### config.mk
export PLATFORM = sky130hd
export DESIGN_NAME = pulse_width_byte_transmitter
export DESIGN_NICKNAME = d
export VERILOG_FILES = /design/src/rtl/pwbt_pkg.sv /design/src/rtl/pwbt_cfg.sv /design/src/rtl/pwbt_core.sv /design/src/rtl/pwbt_obuf.sv /design/src/rtl/pulse_width_byte_transmitter.sv
export SDC_FILE = /design/constraint.sdc
export NUM_CORES = 1
export LEC_CHECK = 0
export ABC_AREA = 1
export BUFFER_PORTS_ARGS = -buffer_cell sky130_fd_sc_hd__clkbuf_2
export CAP_MARGIN = 10
export CORE_MARGIN = 2
export CORE_UTILIZATION = 45
export DETAILED_ROUTE_END_ITERATION = 12
export SLEW_MARGIN = 5
export SYNTH_ARGS = -nofsm -noshare
export SYNTH_HDL_FRONTEND = slang
export SYNTH_HIERARCHICAL = 1
export SYNTH_SLANG_ARGS = --single-unit
### constraint.sdc
create_clock -name i_clk -period 5.3 [get_ports i_clk]
set_clock_uncertainty 0.05 [all_clocks]
set_input_delay 0.795 -clock i_clk [delete_from_list [all_inputs] [get_ports i_clk]]
set_output_delay 0.795 -clock i_clk [all_outputs]
set_load 0.01 [all_outputs]
### src/rtl/pwbt_pkg.sv
// ----------------------------------------------------------------------------
// pwbt_pkg
// Shared types and constants for the pulse-width byte transmitter.
// ----------------------------------------------------------------------------
package pwbt_pkg;

    localparam int CFG_IDX_W = 2;
    localparam int TICK_W    = 16;
    localparam int BYTE_W    = 8;

    localparam logic [CFG_IDX_W-1:0] CFG_START_LOW = 2'd0;
    localparam logic [CFG_IDX_W-1:0] CFG_LONG      = 2'd1;
    localparam logic [CFG_IDX_W-1:0] CFG_SHORT     = 2'd2;

    localparam logic [TICK_W-1:0] RST_START_LOW = 16'd5000;
    localparam logic [TICK_W-1:0] RST_LONG      = 16'd600;
    localparam logic [TICK_W-1:0] RST_SHORT     = 16'd200;

    localparam logic ACT_TICK = 1'b0;
    localparam logic ACT_SEND = 1'b1;

    typedef struct packed {
        logic [TICK_W-1:0] start_low;
        logic [TICK_W-1:0] long_len;
        logic [TICK_W-1:0] short_len;
    } t_cfg;

    typedef struct packed {
        logic rejected;
        logic done_res;
        logic busy_res;
        logic line_level;
    } t_result;

endpackage

### src/rtl/pwbt_cfg.sv
// ----------------------------------------------------------------------------
// pwbt_cfg
// Timing register file: start, long and short period lengths in ticks.
// ----------------------------------------------------------------------------
module pwbt_cfg (
    input  logic                          i_clk,
    input  logic                          i_rst_n,
    input  logic                          i_cfg_valid,
    output logic                          o_cfg_ready,
    input  logic [pwbt_pkg::CFG_IDX_W-1:0] i_cfg_index,
    input  logic [pwbt_pkg::TICK_W-1:0]    i_cfg_data,
    output pwbt_pkg::t_cfg                o_cfg
);
    import pwbt_pkg::*;

    t_cfg r_cfg;

    assign o_cfg_ready = 1'b1;
    assign o_cfg       = r_cfg;

    always_ff @(posedge i_clk) begin
        if (!i_rst_n) begin
            r_cfg.start_low <= RST_START_LOW;
            r_cfg.long_len  <= RST_LONG;
            r_cfg.short_len <= RST_SHORT;
        end else if (i_cfg_valid) begin
            case (i_cfg_index)
                CFG_START_LOW: r_cfg.start_low <= i_cfg_data;
                CFG_LONG:      r_cfg.long_len  <= i_cfg_data;
                CFG_SHORT:     r_cfg.short_len <= i_cfg_data;
                default:       ;
            endcase
        end
    end

endmodule

### src/rtl/pwbt_core.sv
// ----------------------------------------------------------------------------
// pwbt_core
// Frame sequencer: start period, then one high/low bit cell per bit, LSB first.
// ----------------------------------------------------------------------------
module pwbt_core #(
    parameter int FRAME_BITS = 8
) (
    input  logic                        i_clk,
    input  logic                        i_rst_n,
    input  logic                        i_step,
    input  logic                        i_action,
    input  logic [pwbt_pkg::BYTE_W-1:0] i_byte,
    input  pwbt_pkg::t_cfg              i_cfg,
    output pwbt_pkg::t_result           o_res
);
    import pwbt_pkg::*;

    localparam int BL_W = (FRAME_BITS > 1) ? $clog2(FRAME_BITS) : 1;
    localparam logic [BL_W-1:0] BITS_INIT = BL_W'(FRAME_BITS - 1);

    typedef enum logic [1:0] {
        PH_IDLE  = 2'd0,
        PH_START = 2'd1,
        PH_HIGH  = 2'd2,
        PH_LOW   = 2'd3
    } t_phase;

    t_phase              r_phase, n_phase;
    logic [TICK_W-1:0]   r_ticks, n_ticks;
    logic [BYTE_W-1:0]   r_shift, n_shift;
    logic [BL_W-1:0]     r_bits,  n_bits;
    logic                r_line,  n_line;
    logic                n_done, n_rej;

    always_comb begin
        n_phase = r_phase;
        n_ticks = r_ticks;
        n_shift = r_shift;
        n_bits  = r_bits;
        n_line  = r_line;
        n_done  = 1'b0;
        n_rej   = 1'b0;
        if (i_action == ACT_SEND) begin
            if (r_phase == PH_IDLE) begin
                n_shift = i_byte;
                n_bits  = BITS_INIT;
                n_ticks = i_cfg.start_low;
                n_line  = 1'b0;
                n_phase = PH_START;
            end else begin
                n_rej = 1'b1;
            end
        end else if (r_phase != PH_IDLE) begin
            if (r_ticks > TICK_W'(1)) begin
                n_ticks = r_ticks - TICK_W'(1);
            end else begin
                case (r_phase)
                    PH_START: begin
                        n_phase = PH_HIGH;
                        n_line  = 1'b1;
                        n_ticks = r_shift[0] ? i_cfg.long_len : i_cfg.short_len;
                    end
                    PH_HIGH: begin
                        n_phase = PH_LOW;
                        n_line  = 1'b0;
                        n_ticks = r_shift[0] ? i_cfg.short_len : i_cfg.long_len;
                    end
                    PH_LOW: begin
                        if (r_bits == '0) begin
                            n_phase = PH_IDLE;
                            n_line  = 1'b1;
                            n_ticks = '0;
                            n_done  = 1'b1;
                        end else begin
                            n_shift = r_shift >> 1;
                            n_bits  = r_bits - BL_W'(1);
                            n_phase = PH_HIGH;
                            n_line  = 1'b1;
                            // next bit is the current bit 1
                            n_ticks = r_shift[1] ? i_cfg.long_len : i_cfg.short_len;
                        end
                    end
                    default: ;
                endcase
            end
        end
    end

    always_ff @(posedge i_clk) begin
        if (!i_rst_n) begin
            r_phase <= PH_IDLE;
            r_ticks <= '0;
            r_shift <= '0;
            r_bits  <= '0;
            r_line  <= 1'b1;
        end else if (i_step) begin
            r_phase <= n_phase;
            r_ticks <= n_ticks;
            r_shift <= n_shift;
            r_bits  <= n_bits;
            r_line  <= n_line;
        end
    end

    assign o_res.line_level = n_line;
    assign o_res.busy_res   = (n_phase != PH_IDLE);
    assign o_res.done_res   = n_done;
    assign o_res.rejected   = n_rej;

endmodule

### src/rtl/pwbt_obuf.sv
// ----------------------------------------------------------------------------
// pwbt_obuf
// Result register on the master side; stalls the slave side while a word waits.
// ----------------------------------------------------------------------------
module pwbt_obuf (
    input  logic              i_clk,
    input  logic              i_rst_n,
    input  logic              i_load,
    input  pwbt_pkg::t_result i_res,
    output logic              o_room,
    output logic              o_valid,
    input  logic              i_ready,
    output pwbt_pkg::t_result o_res
);
    import pwbt_pkg::*;

    logic    r_valid;
    t_result r_res;

    assign o_room  = !r_valid || i_ready;
    assign o_valid = r_valid;
    assign o_res   = r_res;

    always_ff @(posedge i_clk) begin
        if (!i_rst_n) begin
            r_valid <= 1'b0;
        end else if (i_load) begin
            r_valid <= 1'b1;
        end else if (i_ready) begin
            r_valid <= 1'b0;
        end
    end

    always_ff @(posedge i_clk) begin
        if (i_load) begin
            r_res <= i_res;
        end
    end

endmodule

### src/rtl/pulse_width_byte_transmitter.sv
// ----------------------------------------------------------------------------
// pulse_width_byte_transmitter
// Single-wire pulse-width command transmitter driven by tick and send words.
//
//   channel   dir  handshake                     payload
//   s_axis    in   s_axis_tvalid/s_axis_tready   tuser=action, tdata=byte
//   m_axis    out  m_axis_tvalid/m_axis_tready   tdata=line,busy,done,rejected
//   cfg       in   i_cfg_valid/o_cfg_ready       i_cfg_index, i_cfg_data
//
// One input word per ready clock; its result word is registered and shows
// the cycle after acceptance. The sequencer state and result register update
// in the same cycle. s_axis_tready drops only while a result word is held by
// m_axis_tready low. Synchronous active-low reset; cfg is always ready.
// ----------------------------------------------------------------------------
module pulse_width_byte_transmitter #(
    parameter int FRAME_BITS = 8
) (
    input  logic                          i_clk,
    input  logic                          i_rst_n,
    input  logic                          s_axis_tvalid,
    output logic                          s_axis_tready,
    input  logic [7:0]                    s_axis_tdata,  // [7:0] command_byte
    input  logic                          s_axis_tuser,  // [0] action
    output logic                          m_axis_tvalid,
    input  logic                          m_axis_tready,
    // [0] line_level, [1] busy_res, [2] done_res, [3] rejected, [7:4] zero
    output logic [7:0]                    m_axis_tdata,
    input  logic                          i_cfg_valid,
    output logic                          o_cfg_ready,
    input  logic [pwbt_pkg::CFG_IDX_W-1:0] i_cfg_index,
    input  logic [pwbt_pkg::TICK_W-1:0]    i_cfg_data
);
    import pwbt_pkg::*;

    t_cfg    w_cfg;
    t_result w_res;
    t_result w_out;
    logic    w_room;
    logic    w_step;

    assign s_axis_tready = w_room;
    assign w_step        = s_axis_tvalid && w_room;

    pwbt_cfg u_cfg (
        .i_clk       (i_clk),
        .i_rst_n     (i_rst_n),
        .i_cfg_valid (i_cfg_valid),
        .o_cfg_ready (o_cfg_ready),
        .i_cfg_index (i_cfg_index),
        .i_cfg_data  (i_cfg_data),
        .o_cfg       (w_cfg)
    );

    pwbt_core #(
        .FRAME_BITS (FRAME_BITS)
    ) u_core (
        .i_clk    (i_clk),
        .i_rst_n  (i_rst_n),
        .i_step   (w_step),
        .i_action (s_axis_tuser),
        .i_byte   (s_axis_tdata),
        .i_cfg    (w_cfg),
        .o_res    (w_res)
    );

    pwbt_obuf u_obuf (
        .i_clk   (i_clk),
        .i_rst_n (i_rst_n),
        .i_load  (w_step),
        .i_res   (w_res),
        .o_room  (w_room),
        .o_valid (m_axis_tvalid),
        .i_ready (m_axis_tready),
        .o_res   (w_out)
    );

    assign m_axis_tdata = {4'b0000, w_out};

endmodule
# Yosys cells after proc, flatten, opt, wreduce, memory -nomap -nowiden
# Cells that the tools add are included.
# W data, S select, Z words.
[word_totals]
regBits = 83
latchBits = 0
ram_bits = 0
romBits = 0
out_inout_bits = 11
elab_cells = 81
n_memories = 0
[op_classes]
addsub = 2
n_mul = 0
div = 0
order_cmp = 1
eq_ne = 8
n_shift = 0
muxes = 36
bitwise_logic = 2
reduce_logical = 19
[ops]
columns = ["op", "count"]
rows = [
  ["$mux W16", 8],
  ["$mux W8", 6],
  ["$pmux W16 S3", 1],
  ["$mux W3", 6],
  ["$gt A16 B1 Y1 const B", 1],
  ["$sub A16 B1 Y16 const B", 1],
  ["$mux W2", 5],
  ["$reduce_bool A2 Y1", 5],
  ["$mux W1", 8],
  ["$eq A2 B2 Y1 const B", 3],
  ["$pmux W2 S3", 1],
  ["$reduce_and A2 Y1", 3],
  ["$reduce_and A6 Y1", 1],
  ["$reduce_bool A5 Y1", 1],
  ["$eq A2 B1 Y1 const B", 2],
  ["$logic_not A2 Y1", 2],
  ["$ne A2 B2 Y1 const B", 2],
  ["$reduce_and A4 Y1", 1],
  ["$reduce_or A4 Y1", 1],
  ["$logic_not A3 Y1", 1],
  ["$sub A3 B1 Y3 const B", 1],
  ["$ne A2 B1 Y1 const B", 1],
  ["$not A1 Y1", 2],
  ["$pmux W1 S2", 1],
  ["other kinds (4)", 4],
]

# Logic depth before layout (Yosys ltp)
[logic_depth]
word_depth = 7
mapped_depth = 14
ltp_nobuf = 14

# By module
# Netlist, hierarchy kept.
[by_module_without_submodules]
columns = ["mod", "n_inst", "cells_each", "area_per_inst_um2", "seq_area_each_um2"]
rows = [
  ["pwbt_core", 1, 570, 3120.5, 600.6],
  ["pwbt_cfg", 1, 291, 1965.6, 960.9],
  ["pwbt_obuf", 1, 10, 166.4, 140.1],
  ["pulse_width_byte_transmitter", 1, 7, 41.3, 0.0],
]

# Worst setup path before layout
# OpenSTA, ideal clock, no wires.
[synth_timing]
path_type = "input -> register"
startpoint = "input m_axis_tready"
endpoint = "register u_core.r_bits[0]"
setup_time_ns = 0.070
t_arrival_ns = 2.069
required_time_ns = 5.180
slack_ns = 3.111
stages = 11
path_buffers = 1
path_cell_list = "inv_1 > nand2_2 > nand2_1 > inv_1 > inv_1 > nor3_4 > nand4_1 > nand2_2 > buf_6 > o21ai_1 > a21oi_1"
[synth_via]
elab_chain_cells = 3
[synth_rtl]
columns = ["item", "line", "rtl"]
rows = [
  ["start: declaration", "pulse_width_byte_transmitter.sv:25", "input logic m_axis_tready,"],
  ["$logic_or A1 B1 Y1", "pwbt_obuf.sv:20", "assign o_room = !r_valid || i_ready;"],
  ["via s_axis_tready", "pulse_width_byte_transmitter.sv:21", "output logic s_axis_tready,"],
  ["$logic_and A1 B1 Y1", "pulse_width_byte_transmitter.sv:42", "assign w_step = s_axis_tvalid && w_room;"],
  ["via w_step", "pulse_width_byte_transmitter.sv:39", "logic w_step;"],
  ["$reduce_and A6 Y1 (no source line)", "-", ""],
  ["end signal: assignment", "pwbt_core.sv:100", "r_bits <= n_bits;"],
  ["end: declaration", "pwbt_core.sv:31", "logic [BL_W-1:0] r_bits, n_bits;"],
]
# The timed path passes the listed nets, and every way through them passes these cells.
# A chain may end at the register's enable or synchronous reset.

# Worst setup path after layout
[layout_timing]
startpoint = "register u_core.r_phase[0]"
endpoint = "register u_core.r_ticks[10]"
[layout_via]
elab_chain_cells = 5
[layout_rtl]
columns = ["item", "line", "rtl"]
rows = [
  ["start: declaration", "pwbt_core.sv:28", "t_phase r_phase, n_phase;"],
  ["start signal: assignment", "pwbt_core.sv:97", "r_phase <= n_phase;"],
  ["$eq A2 B2 Y1 or $eq A2 B1 Y1 (tied branches)", "pwbt_core.sv:57", "case (r_phase)"],
  ["$pmux W16 S3", "pwbt_core.sv:57", ""],
  ["$mux W16", "pwbt_core.sv:54", "if (r_ticks > TICK_W'(1)) begin"],
  ["$mux W16", "pwbt_core.sv:53", "end else if (r_phase != PH_IDLE) begin"],
  ["$mux W16", "pwbt_core.sv:43", "if (i_action == ACT_SEND) begin"],
  ["end signal: assignment", "pwbt_core.sv:98", "r_ticks <= n_ticks;"],
  ["end: declaration", "pwbt_core.sv:29", "logic [TICK_W-1:0] r_ticks, n_ticks;"],
]
# Parallel ways exist; a longest one is shown, timed or not. The select of a mux whose other input is x is not followed.

==> results.txt <==
Status - complete, no violations
Initial core utilization - 0.462
Clk Tree Root Cell - clkbuf_16
Synth Warn # - 6
Core footprint - 11500 sq um
CP endpoint - u_core/r_ticks[10]$_SDFFE_PN0P_
Wirelength per Cell - 13.6 microns
Gr ovfl total - 0
Number of buffers created by CTS - 9
Average cell area after synthesis - 6.03 sq um
Die Wd - 112 microns
Static Leak - 2.83 nW
Hold Path Stages - 2
Most frequent cells in the layout - nand2_1, nor2_1, inv_1, dfxtp_1, nand3_1
Rows - 39
Synth Register Bits - 83
H-tree Lvls - 3
Startpoint Class - register
Finished Layout Cells - 1029
Via-to-Cell Ratio - 5.08
Cell Count Post-Placement - 1013
Reg2reg setup slack - 2800 ps
Post-CTS sizing - 0
Post-layout util - 0.495
Layout cells sized above 1 - 0.0903
NumNets Final - 922
Die height - 112 microns
RR Endpoint - u_core/r_ticks[10]$_SDFFE_PN0P_
DRC - 0
First-pass GRT wire length - 23.0 mm
Final setup vio count - 0
Worst EP arrival - 2720 ps
Ant. Diodes - 0
Syn Std Cell Area - 5290 sq um
Hpwl dp - 10.0 mm
Min Clock Period, post-route - 2500 ps
GRT Util Overall - 0.229
Final wirelength - 14.0 mm
Worst min-delay path category - register to register
Clock sinks - 83
Iteration-0 DRC count of the detailed router - 394
Port buffer count - 37
Initial antenna violation count - 0
Largest net degree at the start of global routing - 58
Reg2reg path depth - 11
Most common cell after layout, fill and taps aside - nand2_1
F_max - 400 MHz
M2 GR Usage - 0.358
Worst Tran Pin Value - 1120 ps
Count of final hold-check violations - 0
Vias in the first global route - 4621
Post-synth cell types - 32
Worst-path clk slew - 60 ps
Die area - 12600 sq um
Worst skew pair latency - 350 ps
Worst Path Class, Setup - register to register
PwrDens - 341 nW/um^2
Worst r2r src - u_core/r_phase[0]$_SDFFE_PN0P_
Final antenna-violating net count - 0
GPL Wtd Cong - 0.892
Unrepaired setup endpoints after global routing - false
Post-CTS Setup Bufs - 0
Fin Setup TNS - 0 ps
DRT Pass-1 Iters - 5
Pins over their slew limit - 0
IO Count - 43
Syn Inst Count - 878
CP Data Required Time - 5530 ps
TritonCTS clock tree - yes
Overall Power - 1.94 mW
Longest Clk Path Bufs - 2
Peak VDD IR - 0.259 mV
Grt met3 use - 0.0508
Sequential fraction of the synthesis area - 0.321
Via Count - 5230
Critical Path Fanout Max - 16
Post-synthesis to final-layout area growth - 7.23%
Hold_buf cts - 0
CP Capture Type - register
Final period util - 0.472
GRT Max-Usage Layer - met2
Met1 Use GR - 0.318
Hold WS - 415 ps
Slew HR - 0.252
Max Cap Viol - 0
Critical path origin - u_core/r_phase[0]$_SDFFE_PN0P_
==> report_power, final <==
group	internal, mW	leakage [nW]	switching (mW)
clock	0.334	0.139	0.274
sequential	0.677	0.686	0.0508
combinational	0.199	2.00	0.404
==> per-stage QoR <==
| stage | setup WS, ps | instance area [sq um] |
|---|---|---|
| floorplan | 3110 | 5310 |
| global placement | 2600 | 5390 |
| detailed placement | 2530 | 5390 |
| CTS | 2860 | 5680 |
| global route | 2510 | 5680 |
| finish | 2800 | 5680 |
==> cells by family (layout without fill, tap and decap cells) <==
family,Yosys count,after routing,synth area share
buffers and inverters,146,151,0.125
adder cells (fa/ha/maj),9,9,0.0213
other,2,5,0.00142
flip-flops,83,83,0.321
XOR/XNOR,3,3,0.00496
AO/OA/AOI/OAI,108,108,0.112
AND/OR/NAND/NOR,527,527,0.414
==> worst min-delay path by stage <==
stage                                              start                              to  slack, ps
after floorplan              u_cfg/o_cfg[6]$_SDFFE_PN1P_     u_cfg/o_cfg[6]$_SDFFE_PN1P_        380
after global routing      u_core/r_shift[7]$_SDFFE_PN0P_  u_core/r_shift[7]$_SDFFE_PN0P_        440
after global placement     u_core/r_bits[0]$_SDFFE_PN0P_   u_core/r_bits[0]$_SDFFE_PN0P_        400
after detailed placement    u_cfg/o_cfg[39]$_SDFFE_PN1P_    u_cfg/o_cfg[39]$_SDFFE_PN1P_        400
final                      u_core/r_bits[0]$_SDFFE_PN0P_   u_core/r_bits[0]$_SDFFE_PN0P_        420
after CTS                  u_core/r_bits[0]$_SDFFE_PN0P_   u_core/r_bits[0]$_SDFFE_PN0P_        420
==> cell type report <==
type	instances	area [sq um]
Clock buffer	10	239
Clock inverter	6	47.5
Fill cell	1204	5790
Inverter	97	377
Multi-Input combinational cell	652	2940
Sequential cell	83	1700
Tap cell	143	179
Timing Repair Buffer	38	193
==> cells in the mapped netlist <==
cell / instances / area, sq um
o21ai_1: 3 / 15.0
inv_2: 3 / 11.3
nor2_1: 147 / 552
buf_4: 15 / 113
buf_6: 4 / 45.0
xor2_1: 3 / 26.3
nor2_2: 6 / 37.5
nand3_1: 66 / 330
nand3_2: 1 / 10.0
o21ai_4: 1 / 16.3
nand2_4: 2 / 22.5
buf_1: 2 / 7.51
buf_2: 13 / 65.1
nor3_4: 1 / 16.3
a21boi_0: 1 / 7.51
nand2_2: 4 / 25.0
conb_1: 2 / 7.51
a21oi_1: 49 / 245
or2_2: 2 / 12.5
nand3b_1: 4 / 30.0
a21oi_2: 1 / 8.76
nor2_4: 4 / 45.0
nand4_1: 8 / 50.1
nand2_1: 282 / 1060
ha_1: 9 / 113
clkinv_8: 1 / 16.3
edfxtp_1: 4 / 120
o211ai_1: 14 / 105
clkbuf_1: 15 / 56.3
dfxtp_1: 79 / 1580
inv_1: 93 / 349
o21ai_0: 39 / 195
==> per-layer routing <==
metal | vias up | part of all wire
met5 | - | 0
met4 | 0 | 0.016
met3 | 19 | 0.063
met2 | 147 | 0.45
met1 | 2328 | 0.48
li1 | 2736 | -
==> critical path, stage by stage (launching register included) <==
cell and delay (ps):
dfxtp_1 410, inv_1 130, ha_1 360, nor2_2 600
o21ai_0 250, a21oi_1 180, nor2_1 100, nand2_1 90
nand2_1 50, nand2_1 50, nand2_1 50, a21oi_1 100
==> sequential cells by signal, indices dropped and copies added (netlist names) <==
name	count
u_cfg/o_cfg	48
u_core/r_shift	8
u_core/r_bits	3
u_obuf/o_valid	1
u_obuf/o_res	4
u_core/r_phase	2
u_core/r_line	1
u_core/r_ticks	16
(Power assumes the default switching activity.)
